===== src/hw/rtl/hrt_pkg.sv =====
// shared types, constants and helpers for the http request header tokenizer
package hrt_pkg;

  localparam int unsigned LimitW = 10;
  localparam int unsigned QueueDepthDefault = 4;
  localparam logic [LimitW-1:0] LineLimitReset = 10'd255;
  localparam logic [LimitW-1:0] LenMax = 10'd1023;

  localparam logic [7:0] CharCr    = 8'h0D;
  localparam logic [7:0] CharLf    = 8'h0A;
  localparam logic [7:0] CharSpace = 8'h20;
  localparam logic [7:0] CharQmark = 8'h3F;
  localparam logic [7:0] CharColon = 8'h3A;
  localparam logic [7:0] CharComma = 8'h2C;

  localparam int unsigned NumMeth = 4;
  localparam int unsigned MethPosN = 8;

  // method spellings, zero padded past their length
  localparam logic [7:0] MethText [NumMeth][MethPosN] = '{
    '{8'h47, 8'h45, 8'h54, 8'h00, 8'h00, 8'h00, 8'h00, 8'h00},
    '{8'h50, 8'h4F, 8'h53, 8'h54, 8'h00, 8'h00, 8'h00, 8'h00},
    '{8'h4F, 8'h50, 8'h54, 8'h49, 8'h4F, 8'h4E, 8'h53, 8'h00},
    '{8'h54, 8'h52, 8'h41, 8'h43, 8'h45, 8'h00, 8'h00, 8'h00}
  };
  localparam logic [2:0] MethLen [NumMeth] = '{3'd3, 3'd4, 3'd7, 3'd5};

  typedef enum logic [2:0] {
    ROLE_NONE    = 3'd0,
    ROLE_METHOD  = 3'd1,
    ROLE_PATH    = 3'd2,
    ROLE_QUERY   = 3'd3,
    ROLE_VERSION = 3'd4,
    ROLE_NAME    = 3'd5,
    ROLE_VALUE   = 3'd6
  } role_e;

  typedef enum logic [1:0] {
    ERR_NONE     = 2'd0,
    ERR_METHOD   = 2'd1,
    ERR_TOKEN    = 2'd2,
    ERR_TOO_LONG = 2'd3
  } err_e;

  typedef enum logic [2:0] {
    METH_NONE    = 3'd0,
    METH_GET     = 3'd1,
    METH_POST    = 3'd2,
    METH_OPTIONS = 3'd3,
    METH_TRACE   = 3'd4
  } meth_e;

  typedef enum logic [6:0] {
    PH_METHOD  = 7'b0000001,
    PH_PATH    = 7'b0000010,
    PH_QUERY   = 7'b0000100,
    PH_VERSION = 7'b0001000,
    PH_TAIL    = 7'b0010000,
    PH_NAME    = 7'b0100000,
    PH_VALUE   = 7'b1000000
  } phase_e;

  typedef struct packed {
    logic                              is_cr;
    logic                              is_lf;
    logic                              is_sp;
    logic                              is_qm;
    logic                              is_colon;
    logic                              is_comma;
    logic [NumMeth-1:0][MethPosN-1:0]  hit;
  } byte_cls_t;

  typedef struct packed {
    logic [7:0] data;
    byte_cls_t  cls;
  } q_entry_t;

  function automatic byte_cls_t classify_f(input logic [7:0] b);
    byte_cls_t c;
    c.is_cr    = (b == CharCr);
    c.is_lf    = (b == CharLf);
    c.is_sp    = (b == CharSpace);
    c.is_qm    = (b == CharQmark);
    c.is_colon = (b == CharColon);
    c.is_comma = (b == CharComma);
    for (int m = 0; m < NumMeth; m++) begin
      for (int p = 0; p < MethPosN; p++) begin
        c.hit[m][p] = (3'(p) < MethLen[m]) && (b == MethText[m][p]);
      end
    end
    return c;
  endfunction

  function automatic meth_e method_found_f(input logic [NumMeth-1:0] mm,
                                           input logic [2:0] mp);
    meth_e f;
    f = METH_NONE;
    for (int m = 0; m < NumMeth; m++) begin
      if (mm[m] && (mp == MethLen[m])) begin
        f = meth_e'(3'(m + 1));
      end
    end
    return f;
  endfunction

endpackage


===== src/hw/rtl/http_request_header_tokenizer.sv =====
// top level of the http request header tokenizer
//
//  channel | direction | handshake               | payload
//  in      | input     | in_valid_i / in_stall_o  | in_byte_i
//  out     | output    | out_valid_o / out_stall_i| out_byte_o, role_o, value_index_o,
//          |           |                          | line_index_o, method_code_o, line_end_o,
//          |           |                          | header_done_o, error_code_o
//  cfg     | input     | cfg_valid_i / cfg_ready_o| cfg_line_limit_i
//
// one byte per cycle sustained while out_stall_i is low, set by the parsing step in the back stage
// an input transfer reaches the result through the front register, the queue and the output register
// the queue holds QueueDepth bytes so input and output stall independently
// reset is asynchronous and needs no clearing pass; line_limit resets to 255
module http_request_header_tokenizer #(
  parameter int unsigned QueueDepth = hrt_pkg::QueueDepthDefault
) (
  input  logic                       clk_i,
  input  logic                       rst_ni,
  input  logic                       in_valid_i,
  output logic                       in_stall_o,
  input  logic [7:0]                 in_byte_i,
  output logic                       out_valid_o,
  input  logic                       out_stall_i,
  output logic [7:0]                 out_byte_o,
  output logic [2:0]                 role_o,
  output logic [3:0]                 value_index_o,
  output logic [7:0]                 line_index_o,
  output logic [2:0]                 method_code_o,
  output logic                       line_end_o,
  output logic                       header_done_o,
  output logic [1:0]                 error_code_o,
  input  logic                       cfg_valid_i,
  output logic                       cfg_ready_o,
  input  logic [hrt_pkg::LimitW-1:0] cfg_line_limit_i
);
  import hrt_pkg::*;

  logic     push_valid, push_ready, pop_valid, pop_ready;
  q_entry_t push_data, pop_data;

  assign cfg_ready_o = 1'b1;

  hrt_front u_front (
    .clk_i        (clk_i),
    .rst_ni       (rst_ni),
    .in_valid_i   (in_valid_i),
    .in_stall_o   (in_stall_o),
    .in_byte_i    (in_byte_i),
    .push_valid_o (push_valid),
    .push_ready_i (push_ready),
    .push_data_o  (push_data)
  );

  hrt_queue #(
    .Depth (QueueDepth)
  ) u_queue (
    .clk_i        (clk_i),
    .rst_ni       (rst_ni),
    .push_valid_i (push_valid),
    .push_ready_o (push_ready),
    .push_data_i  (push_data),
    .pop_valid_o  (pop_valid),
    .pop_ready_i  (pop_ready),
    .pop_data_o   (pop_data)
  );

  hrt_back u_back (
    .clk_i            (clk_i),
    .rst_ni           (rst_ni),
    .cfg_valid_i      (cfg_valid_i && cfg_ready_o),
    .cfg_line_limit_i (cfg_line_limit_i),
    .pop_valid_i      (pop_valid),
    .pop_ready_o      (pop_ready),
    .pop_data_i       (pop_data),
    .out_valid_o      (out_valid_o),
    .out_stall_i      (out_stall_i),
    .out_byte_o       (out_byte_o),
    .role_o           (role_o),
    .value_index_o    (value_index_o),
    .line_index_o     (line_index_o),
    .method_code_o    (method_code_o),
    .line_end_o       (line_end_o),
    .header_done_o    (header_done_o),
    .error_code_o     (error_code_o)
  );

  // a blank line is always an lf
  assert property (@(posedge clk_i) disable iff (!rst_ni)
    out_valid_o && header_done_o |-> line_end_o)
    else $error("header_done without line_end");

  // bytes under an error carry no role
  assert property (@(posedge clk_i) disable iff (!rst_ni)
    out_valid_o && (error_code_o != ERR_NONE) |-> (role_o == ROLE_NONE))
    else $error("role given while error held");

  // value index only on header value bytes
  assert property (@(posedge clk_i) disable iff (!rst_ni)
    out_valid_o && (value_index_o != '0) |-> (role_o == ROLE_VALUE))
    else $error("value index outside header value");

  // a line-ending lf carries no role
  assert property (@(posedge clk_i) disable iff (!rst_ni)
    out_valid_o && line_end_o |-> (role_o == ROLE_NONE) && (out_byte_o == CharLf))
    else $error("bad line end result");

endmodule


===== src/hw/rtl/hrt_front.sv =====
// front stage: takes request bytes and classifies them for the queue
module hrt_front (
  input  logic              clk_i,
  input  logic              rst_ni,
  input  logic              in_valid_i,
  output logic              in_stall_o,
  input  logic [7:0]        in_byte_i,
  output logic              push_valid_o,
  input  logic              push_ready_i,
  output hrt_pkg::q_entry_t push_data_o
);
  import hrt_pkg::*;

  logic     fv_q, fv_d;
  q_entry_t ent_q;
  logic     accept;

  assign in_stall_o = fv_q && !push_ready_i;
  assign accept     = in_valid_i && !in_stall_o;

  always_comb begin
    fv_d = fv_q;
    if (accept) begin
      fv_d = 1'b1;
    end else if (push_ready_i) begin
      fv_d = 1'b0;
    end
  end

  always_ff @(posedge clk_i or negedge rst_ni) begin
    if (!rst_ni) begin
      fv_q <= 1'b0;
    end else begin
      fv_q <= fv_d;
    end
  end

  always_ff @(posedge clk_i) begin
    if (accept) begin
      ent_q.data <= in_byte_i;
      ent_q.cls  <= classify_f(in_byte_i);
    end
  end

  assign push_valid_o = fv_q;
  assign push_data_o  = ent_q;

endmodule


===== src/hw/rtl/hrt_queue.sv =====
// short queue between the classifying front and the parsing back
module hrt_queue #(
  parameter int unsigned Depth = hrt_pkg::QueueDepthDefault
) (
  input  logic              clk_i,
  input  logic              rst_ni,
  input  logic              push_valid_i,
  output logic              push_ready_o,
  input  hrt_pkg::q_entry_t push_data_i,
  output logic              pop_valid_o,
  input  logic              pop_ready_i,
  output hrt_pkg::q_entry_t pop_data_o
);
  import hrt_pkg::*;

  localparam int unsigned PtrW = (Depth > 1) ? $clog2(Depth) : 1;
  localparam int unsigned CntW = $clog2(Depth + 1);

  q_entry_t            mem_q [Depth];
  logic [PtrW-1:0]     wr_q, wr_d, rd_q, rd_d;
  logic [CntW-1:0]     cnt_q, cnt_d;
  logic                push, pop;

  assign push_ready_o = (cnt_q != CntW'(Depth));
  assign pop_valid_o  = (cnt_q != '0);
  assign push         = push_valid_i && push_ready_o;
  assign pop          = pop_valid_o && pop_ready_i;
  assign pop_data_o   = mem_q[rd_q];

  always_comb begin
    wr_d  = wr_q;
    rd_d  = rd_q;
    cnt_d = cnt_q;
    if (push) begin
      wr_d = (wr_q == PtrW'(Depth - 1)) ? '0 : wr_q + 1'b1;
    end
    if (pop) begin
      rd_d = (rd_q == PtrW'(Depth - 1)) ? '0 : rd_q + 1'b1;
    end
    if (push && !pop) begin
      cnt_d = cnt_q + 1'b1;
    end else if (pop && !push) begin
      cnt_d = cnt_q - 1'b1;
    end
  end

  always_ff @(posedge clk_i or negedge rst_ni) begin
    if (!rst_ni) begin
      wr_q  <= '0;
      rd_q  <= '0;
      cnt_q <= '0;
    end else begin
      wr_q  <= wr_d;
      rd_q  <= rd_d;
      cnt_q <= cnt_d;
    end
  end

  always_ff @(posedge clk_i) begin
    if (push) begin
      mem_q[wr_q] <= push_data_i;
    end
  end

endmodule


===== src/hw/rtl/hrt_back.sv =====
// back stage: request parsing state machine and output register
module hrt_back (
  input  logic                         clk_i,
  input  logic                         rst_ni,
  input  logic                         cfg_valid_i,
  input  logic [hrt_pkg::LimitW-1:0]   cfg_line_limit_i,
  input  logic                         pop_valid_i,
  output logic                         pop_ready_o,
  input  hrt_pkg::q_entry_t            pop_data_i,
  output logic                         out_valid_o,
  input  logic                         out_stall_i,
  output logic [7:0]                   out_byte_o,
  output logic [2:0]                   role_o,
  output logic [3:0]                   value_index_o,
  output logic [7:0]                   line_index_o,
  output logic [2:0]                   method_code_o,
  output logic                         line_end_o,
  output logic                         header_done_o,
  output logic [1:0]                   error_code_o
);
  import hrt_pkg::*;

  logic [LimitW-1:0]  limit_q;
  phase_e             phase_q, phase_d;
  logic [LimitW-1:0]  len_q, len_d;
  logic [NumMeth-1:0] mm_q, mm_d;
  logic [2:0]         mp_q, mp_d;
  logic [3:0]         vc_q, vc_d;
  logic [7:0]         lc_q, lc_d;
  logic               ts_q, ts_d;
  err_e               err_q, err_d;
  meth_e              mf_q, mf_d;

  logic               ov_q, ov_d;
  logic [7:0]         ob_q;
  role_e              orole_q, role_c;
  logic [3:0]         ovi_q, vidx_c;
  logic [7:0]         oli_q;
  meth_e              ometh_q;
  logic               olend_q, lend_c;
  logic               ohd_q, hd_c;
  err_e               oerr_q;

  logic               pop;
  byte_cls_t          c;
  meth_e              found;
  logic [NumMeth-1:0] hitv;

  assign pop_ready_o = !ov_q || !out_stall_i;
  assign pop         = pop_valid_i && pop_ready_o;
  assign c           = pop_data_i.cls;
  assign found       = method_found_f(mm_q, mp_q);

  always_comb begin
    for (int m = 0; m < NumMeth; m++) begin
      hitv[m] = c.hit[m][mp_q];
    end
  end

  always_comb begin
    logic blank;
    phase_d = phase_q;
    len_d   = len_q;
    mm_d    = mm_q;
    mp_d    = mp_q;
    vc_d    = vc_q;
    lc_d    = lc_q;
    ts_d    = ts_q;
    err_d   = err_q;
    mf_d    = mf_q;
    role_c  = ROLE_NONE;
    vidx_c  = '0;
    lend_c  = 1'b0;
    hd_c    = 1'b0;
    blank   = 1'b0;

    if (c.is_cr) begin
      blank = 1'b0;
    end else if (c.is_lf) begin
      lend_c = 1'b1;
      if (len_q == '0) begin
        hd_c  = 1'b1;
        blank = 1'b1;
      end else begin
        case (phase_q)
          PH_METHOD: begin
            if (ts_q) begin
              mf_d = found;
              if (found == METH_NONE && err_d == ERR_NONE) err_d = ERR_METHOD;
            end
            if (err_d == ERR_NONE) err_d = ERR_TOKEN;
          end
          PH_PATH, PH_QUERY, PH_NAME: begin
            if (err_d == ERR_NONE) err_d = ERR_TOKEN;
          end
          PH_VERSION: begin
            if (!ts_q && err_d == ERR_NONE) err_d = ERR_TOKEN;
          end
          default: begin
          end
        endcase
        if (lc_q != 8'hFF) lc_d = lc_q + 1'b1;
        phase_d = PH_NAME;
        len_d   = '0;
        vc_d    = '0;
        ts_d    = 1'b0;
      end
    end else begin
      if (len_q >= limit_q && err_d == ERR_NONE) err_d = ERR_TOO_LONG;
      if (len_q != LenMax) len_d = len_q + 1'b1;
      case (phase_q)
        PH_METHOD: begin
          if (c.is_sp) begin
            if (ts_q) begin
              mf_d = found;
              if (found == METH_NONE && err_d == ERR_NONE) err_d = ERR_METHOD;
              phase_d = PH_PATH;
              ts_d    = 1'b0;
            end
          end else begin
            role_c = ROLE_METHOD;
            ts_d   = 1'b1;
            mm_d   = mm_q & hitv;
            if (mp_q != 3'd7) mp_d = mp_q + 1'b1;
          end
        end
        PH_PATH: begin
          if (c.is_sp) begin
            if (ts_q) begin
              phase_d = PH_VERSION;
              ts_d    = 1'b0;
            end
          end else if (c.is_qm) begin
            phase_d = PH_QUERY;
            ts_d    = 1'b1;
          end else begin
            role_c = ROLE_PATH;
            ts_d   = 1'b1;
          end
        end
        PH_QUERY: begin
          if (c.is_sp) begin
            phase_d = PH_VERSION;
            ts_d    = 1'b0;
          end else begin
            role_c = ROLE_QUERY;
          end
        end
        PH_VERSION: begin
          if (c.is_sp) begin
            if (ts_q) phase_d = PH_TAIL;
          end else begin
            role_c = ROLE_VERSION;
            ts_d   = 1'b1;
          end
        end
        PH_NAME: begin
          if (c.is_colon) begin
            if (!ts_q && err_d == ERR_NONE) err_d = ERR_TOKEN;
            phase_d = PH_VALUE;
            ts_d    = 1'b0;
            vc_d    = '0;
          end else if (!c.is_sp || ts_q) begin
            role_c = ROLE_NAME;
            ts_d   = 1'b1;
          end
        end
        PH_VALUE: begin
          if (c.is_comma) begin
            if (vc_q != 4'hF) vc_d = vc_q + 1'b1;
            ts_d = 1'b0;
          end else if (!c.is_sp || ts_q) begin
            role_c = ROLE_VALUE;
            ts_d   = 1'b1;
            vidx_c = vc_q;
          end
        end
        default: begin
        end
      endcase
    end

    if (err_d != ERR_NONE) begin
      role_c = ROLE_NONE;
      vidx_c = '0;
    end

    // blank line: report, then back to a fresh request
    if (blank) begin
      phase_d = PH_METHOD;
      len_d   = '0;
      mm_d    = '1;
      mp_d    = '0;
      vc_d    = '0;
      lc_d    = '0;
      ts_d    = 1'b0;
    end
  end

  always_comb begin
    ov_d = ov_q;
    if (pop) begin
      ov_d = 1'b1;
    end else if (!out_stall_i) begin
      ov_d = 1'b0;
    end
  end

  always_ff @(posedge clk_i or negedge rst_ni) begin
    if (!rst_ni) begin
      limit_q <= LineLimitReset;
      phase_q <= PH_METHOD;
      len_q   <= '0;
      mm_q    <= '1;
      mp_q    <= '0;
      vc_q    <= '0;
      lc_q    <= '0;
      ts_q    <= 1'b0;
      err_q   <= ERR_NONE;
      mf_q    <= METH_NONE;
      ov_q    <= 1'b0;
    end else begin
      ov_q <= ov_d;
      if (cfg_valid_i) begin
        limit_q <= cfg_line_limit_i;
      end
      if (pop) begin
        phase_q <= phase_d;
        len_q   <= len_d;
        mm_q    <= mm_d;
        mp_q    <= mp_d;
        vc_q    <= vc_d;
        lc_q    <= lc_d;
        ts_q    <= ts_d;
        err_q   <= hd_c ? ERR_NONE : err_d;
        mf_q    <= hd_c ? METH_NONE : mf_d;
      end
    end
  end

  always_ff @(posedge clk_i) begin
    if (pop) begin
      ob_q    <= pop_data_i.data;
      orole_q <= role_c;
      ovi_q   <= vidx_c;
      oli_q   <= lc_q;
      ometh_q <= mf_d;
      olend_q <= lend_c;
      ohd_q   <= hd_c;
      oerr_q  <= err_d;
    end
  end

  assign out_valid_o   = ov_q;
  assign out_byte_o    = ob_q;
  assign role_o        = orole_q;
  assign value_index_o = ovi_q;
  assign line_index_o  = oli_q;
  assign method_code_o = ometh_q;
  assign line_end_o    = olend_q;
  assign header_done_o = ohd_q;
  assign error_code_o  = oerr_q;

endmodule


===== config.mk =====
export PLATFORM = sky130hd
export DESIGN_NAME = http_request_header_tokenizer
export DESIGN_NICKNAME = d
export VERILOG_FILES = /design/src/hw/rtl/hrt_pkg.sv /design/src/hw/rtl/http_request_header_tokenizer.sv /design/src/hw/rtl/hrt_front.sv /design/src/hw/rtl/hrt_queue.sv /design/src/hw/rtl/hrt_back.sv
export SDC_FILE = /design/constraint.sdc
export NUM_CORES = 1
export LEC_CHECK = 0
export BUFFER_PORTS_ARGS = -buffer_cell sky130_fd_sc_hd__buf_2
export CORE_MARGIN = 2
export CORE_UTILIZATION = 60
export CTS_BUF_LIST = sky130_fd_sc_hd__clkbuf_4
export DETAILED_ROUTE_END_ITERATION = 10
export GPL_ROUTABILITY_DRIVEN = 1
export PLACE_DENSITY = 0.78
export SYNTH_ARGS = -nofsm -noshare
export SYNTH_HDL_FRONTEND = slang
export SYNTH_HIERARCHICAL = 1
export SYNTH_SLANG_ARGS = --single-unit
export TNS_END_PERCENT = 50

===== constraint.sdc =====
create_clock -name clk_i -period 7 [get_ports clk_i]
set_clock_uncertainty 0.05 [all_clocks]
set_input_delay 0.7 -clock clk_i [delete_from_list [all_inputs] [get_ports clk_i]]
set_output_delay 0.7 -clock clk_i [all_outputs]
set_load 0.02 [all_outputs]

* After elaboration in Yosys (flattened, before gate mapping)
Memories as Yosys holds them, arrays and structs flattened.
Index checks and enable logic that the tools add are counted.
** Operators by class
- Bitwise operators :: 3
- $lt $le $gt $ge :: 2
- Add/sub/neg operators :: 8
- Reductions and logical operators :: 53
- Eq/ne operators :: 51
- Muxes and demuxes :: 121
** Operators with widths (number)
- 7-bit 2-to-1 mux :: 13
- 8-bit by 7-bit == test with 1-bit output (second input constant) :: 11
- 3-bit 2-to-1 mux :: 25
- 10-bit 2-to-1 mux :: 5
- 2-bit 2-to-1 mux :: 25
- 4-bit 2-to-1 mux :: 12
- 8-bit 2-to-1 mux :: 5
- 7-bit case mux with 5 select lines :: 1
- 8-bit by 6-bit == test with 1-bit output (second input constant) :: 4
- 1-bit 2-to-1 mux :: 26
- 4-bit by 3-bit inequality test with 1-bit output (second input constant) :: 6
- 3-bit case mux with 6 select lines :: 1
- 8-bit by 4-bit == test with 1-bit output (second input constant) :: 2
- 1-bit logical AND :: 15
- 2-bit nonzero test :: 7
- 7-bit nonzero test :: 2
- 1-bit binary-select mux with 3-bit select :: 4
- 4-bit by 2-bit inequality test with 1-bit output (second input constant) :: 3
- 12-bit AND reduction :: 1
- 6-bit AND reduction :: 2
- 10-bit by 1-bit adder with 10-bit output (second input constant) :: 1
- 10-bit greater-or-equal comparator :: 1
- 10-bit logical NOT :: 1
- 10-bit inequality test (second input constant) :: 1
- other kinds (40) :: 64
** Storage, ports and cells
- Word-level logic and storage cells :: 273
- Bits of input ports :: 23
- Memories :: 1
- Bits in registers :: 124
- Bits in writable memories :: 132
** Memories
- u_queue.mem_q :: words 4, bits a word 33, read ports 1, clocked after memory_dff 0, write ports 1, RTL line hrt_queue.sv:19 : q_entry_t mem_q [Depth];

* Depth between registers and ports, before layout
- Depth after elaboration :: 22
- Depth in mapped cells :: 10
- Depth with buffers taken out :: 8

* Modules after synthesis
Netlist, hierarchy kept.
** Modules (own cells, without submodules)
- hrt_queue :: cells each 276, area an instance 7060.5 sq um, seq. area each 5700.5 sq um, instances 1
- hrt_back :: cells each 462, area an instance 4608.2 sq um, seq. area each 2243.4 sq um, instances 1
- hrt_front :: cells each 84, area an instance 1209.9 sq um, seq. area each 775.7 sq um, instances 1
- http_request_header_tokenizer :: cells each 2, area an instance 11.3 sq um, seq. area each 0.0 sq um, instances 1

* Worst setup path before layout
Ideal clock, no wire load.
- Kind :: in2reg
- From :: input out_stall_i
- To :: register u_back.len_q[4]
- Path slack :: 4.170 ns
- Path buffers :: 1
- Cell stages on the path :: 8
- Setup time :: 0.132 ns
- Arrival time :: 2.648 ns
- Cell sequence :: a21bo_2 > inv_1 > nand2b_1 > a41oi_1 > clkbuf_1 > nand3_1 > xor2_1 > nor2_1
** Between the ends
- Cells in the longest elaborated chain, start to end :: 4
** Ends and longest elaborated chain
- start: declaration :: RTL line http_request_header_tokenizer.sv:23 : input logic out_stall_i,
- 1-bit logical NOT :: RTL line hrt_back.sv:49 : assign pop_ready_o = !ov_q || !out_stall_i;
- 1-bit logical OR :: RTL line hrt_back.sv:49
- 1-bit logical AND :: RTL line hrt_back.sv:50 : assign pop = pop_valid_i && pop_ready_o;
- 4-bit AND reduction (no line)
- end signal: assignment :: RTL line hrt_back.sv:229 : len_q <= len_d;
- end: declaration :: RTL line hrt_back.sv:25 : logic [LimitW-1:0] len_q, len_d;
Every way passes these cells.
A chain may end at the register's enable or synchronous reset.

==> summary.md <==
| Metric | Value |
|---|---|
| Outcome | complete, no violations |
| Primary FF master, synth | edfxtp_1 |
| Global route overflow | 0 |
| PD cells | roughly 410 nW/um^2 |
| Postcts setup bufs | 0 |
| CP required | about 7.5 ns |
| Critical path arrival | a little under 4 ns |
| First-pass GRT wire length | ~38000 um |
| Vias after detailed routing | 7332 |
| Routability Congestion | 0.899 |
| Via count of the first global-routing pass | roughly 7300 |
| Seq cells post-synth | 300 |
| Die height | about 150 um |
| DRT iter0 DRCs | 490 |
| Cell area after synthesis | around 13000 sq um |
| Critical path fanouts, max | 35 |
| Post-DP HPWL | 14300 um |
| IO Port Bufs | 54 |
| CTS resizes | 0 |
| Cell taking the most area after synthesis | edfxtp_1 |
| Total Routing Usage GR | about 22% |
| Area share of the largest cell type after synthesis | a little under three fifths |
| Peak supply drop | around 0.22 mV |
| Yosys cell types | 80 |
| Tcrit/Tclk final | approximately half |
| Core area | approximately 21000 sq um |
| CTS H-tree lvls | 3 |
| Post-placement worst setup slack | about 3.6 ns |
| Clock buffer depth | 3 |
| Unrepaired setup endpoints after global routing | no |
| Slew headroom | around two fifths |
| Synth Instances | 824 |
| ANT nets after route | 0 |
| Nets | 975 |
| FFs w/ async S/R, synth | 20.3% |
| Critical Path Start Type | flop |
| Antenna violations before repair | 1 |
| Avg Synthesized Cell Area | ~16 sq um |
| Most frequent cell after synthesis | edfxtp_1 |
| Synth area leaders | edfxtp_1 56%, mux4_2 9.4%, dfrtp_1 9.3% |
| Worst-path clk slew | 0.07 ns |
| Non-Filler Instances | between 1000 and 1500 |
| TNS Setup | 0 ns |
| Cell Rows | 53 |
| Final wirelength | 23700 um |
| Worst-margin pin slew | roughly 0.89 ns |
| Crit end category | flop |
| Share of layout cells above drive strength 1 | between 20 and 30% |
| Drt first pass iters | 5 |
| Drt wl/cell | ~19 um |
| Final critical-path setup slack | roughly 3.6 ns |
| Vias per std cell | 5.81 |
| Final min period | 3.36 ns |
| Max Clock Freq | 297 MHz |
| Initial Util | roughly three fifths |
| Total chip power | 5930 uW |
| List of most frequent post-synthesis cells | 239 x edfxtp_1, 59 x nand2_1, 54 x mux4_2, 52 x nor2_1, 48 x dfrtp_1 |
| Die width | roughly 150 um |
| Worst skew pair latency | just under 0.7 ns |
| Hold Path Class | in2async |
| Final Hold Fails | 0 |
| Largest net degree at the start of global routing | 62 |
| Register area share after synthesis | roughly 68% |
| Die Footprint | between 20000 and 25000 sq um |
| Final Setup Violations | 0 |
| Pleak | between 0.005 and 0.006 uW |
| CTS Sinks | 300 |
| Yosys warns | 6 |
| Cts hold-fix bufs | 0 |
| Cts bufs inserted | 74 |
| Crit Path Category | reg2reg |
| Number of I/O pins | 56 |
| Placed cells | between 1000 and 1500 |
| CTS tree | yes |
| DRC errors left | 0 |
| Synth-to-Final Area Change | 11.3% |
| Final Max Slew Viols | 0 |
| Post-synth EDFFs | about 240 |
| Root Buffer Master | clkbuf_4 |
| Max Cap Viol | 0 |
per-stage QoR:
stage	utilization (%)	cell area [sq um]	hold WS, ns
after floorplan	-	12900	0.354
after global placement	63.4	13300	0.417
after detailed placement	63.4	13300	0.420
after CTS	68.2	14300	0.126
after global routing	68.2	14300	0.166
final	68.2	14300	0.158
final timing paths:
kind	startpoint	to	slack [ns]	cells past startpoint
max reg2reg	u_queue/rd_q[0]	u_back/phase_q[4]	3.64	6
min	rst_ni	u_back/len_q[4]	0.16	2
min in group clk_i	cfg_line_limit_i[9]	u_back/limit_q[9]	0.21	3
min reg2reg	u_back/mm_q[0]	u_back/mm_q[0]	0.43	2
max	u_queue/rd_q[0]	u_back/phase_q[4]	3.64	6
max in group asynchronous	rst_ni	u_queue/rd_q[1]	6.15	2
registers in the layout, summed over array words and instances, names as in the netlist, 3 cells and up:
register / cells
u_back/vc_q: 4
u_back/mf_q: 3
u_back/phase_q: 7
u_front/push_data_o: 25
u_back/line_index_o: 8
u_back/mm_q: 4
u_back/lc_q: 8
u_back/value_index_o: 4
u_queue/mem_q: 184
u_queue/cnt_q: 3
u_back/role_o: 3
u_back/mp_q: 3
u_back/method_code_o: 3
u_back/len_q: 10
u_back/out_byte_o: 8
u_back/limit_q: 10
cells by family after synthesis:
family	Yosys count	share of synthesized area (%)
fa+ha+maj	26	2.58
other cells	2	0.0583
xor+xnor	19	1.29
mux	63	10.3
compound gates	107	5.57
simple gates	230	9.50
flops	300	67.6
buf+inv	77	3.10
critical path: stages (launching register included):
cell and delay (ns):
dfrtp_2 0.66, buf_4 0.63, mux4_2 0.70, a211oi_1 0.24, o32ai_1 0.17, or4b_4 0.53
o31ai_1 0.22
per-layer routing:
layer,global-route usage [%],wire length [um],up-vias
met1,29.2,10000,3641
li1,-,-,3408
met4,8.13,376,0
met2,35.7,12000,243
met5,0,0,-
met3,4.85,1350,40
layout make-up:
cell class              instances  area (sq um)
flip-flops and latches        300          8720
fillers                      1403          6680
multi-input cells             459          3820
clock buffers                 115           863
well taps                     275           344
repair buffers                 63           338
clock inverters                22           155
inverters                      28           105
diodes                          1          2.50
where the power goes:
| part | switching (uW) | internal [uW] |
|---|---|---|
| clock | 677 | 830 |
| combinational | 999 | 731 |
| sequential | 265 | 2430 |
| total | 1940 | 3990 |
cell usage in the layout (no fill, tap or decap), types with 4 or more instances in the layout:
cell | netlist | routed
dfstp_2 | 13 | 13
and4_1 | 4 | 4
mux4_2 | 54 | 54
a21oi_1 | 11 | 11
a31oi_1 | 4 | 4
nand2b_1 | 15 | 15
and3_1 | 5 | 5
nor3_1 | 26 | 26
and3_2 | 4 | 4
ha_1 | 25 | 25
xnor2_1 | 6 | 6
nor4_1 | 4 | 4
edfxtp_1 | 239 | 239
clkbuf_4 | 0 | 115
buf_4 | 25 | 9
buf_2 | 7 | 54
conb_1 | 2 | 14
inv_1 | 28 | 28
nor2b_1 | 6 | 6
dfrtp_1 | 48 | 46
xor2_1 | 13 | 13
nand4_1 | 7 | 7
o21ai_0 | 46 | 46
nand3_1 | 16 | 16
o211ai_1 | 4 | 4
nor2_1 | 52 | 52
mux2_2 | 4 | 4
nand2_1 | 59 | 59
a211o_1 | 4 | 4
clkinv_1 | 0 | 15
Note: power is estimated with default switching activity, not from simulation.
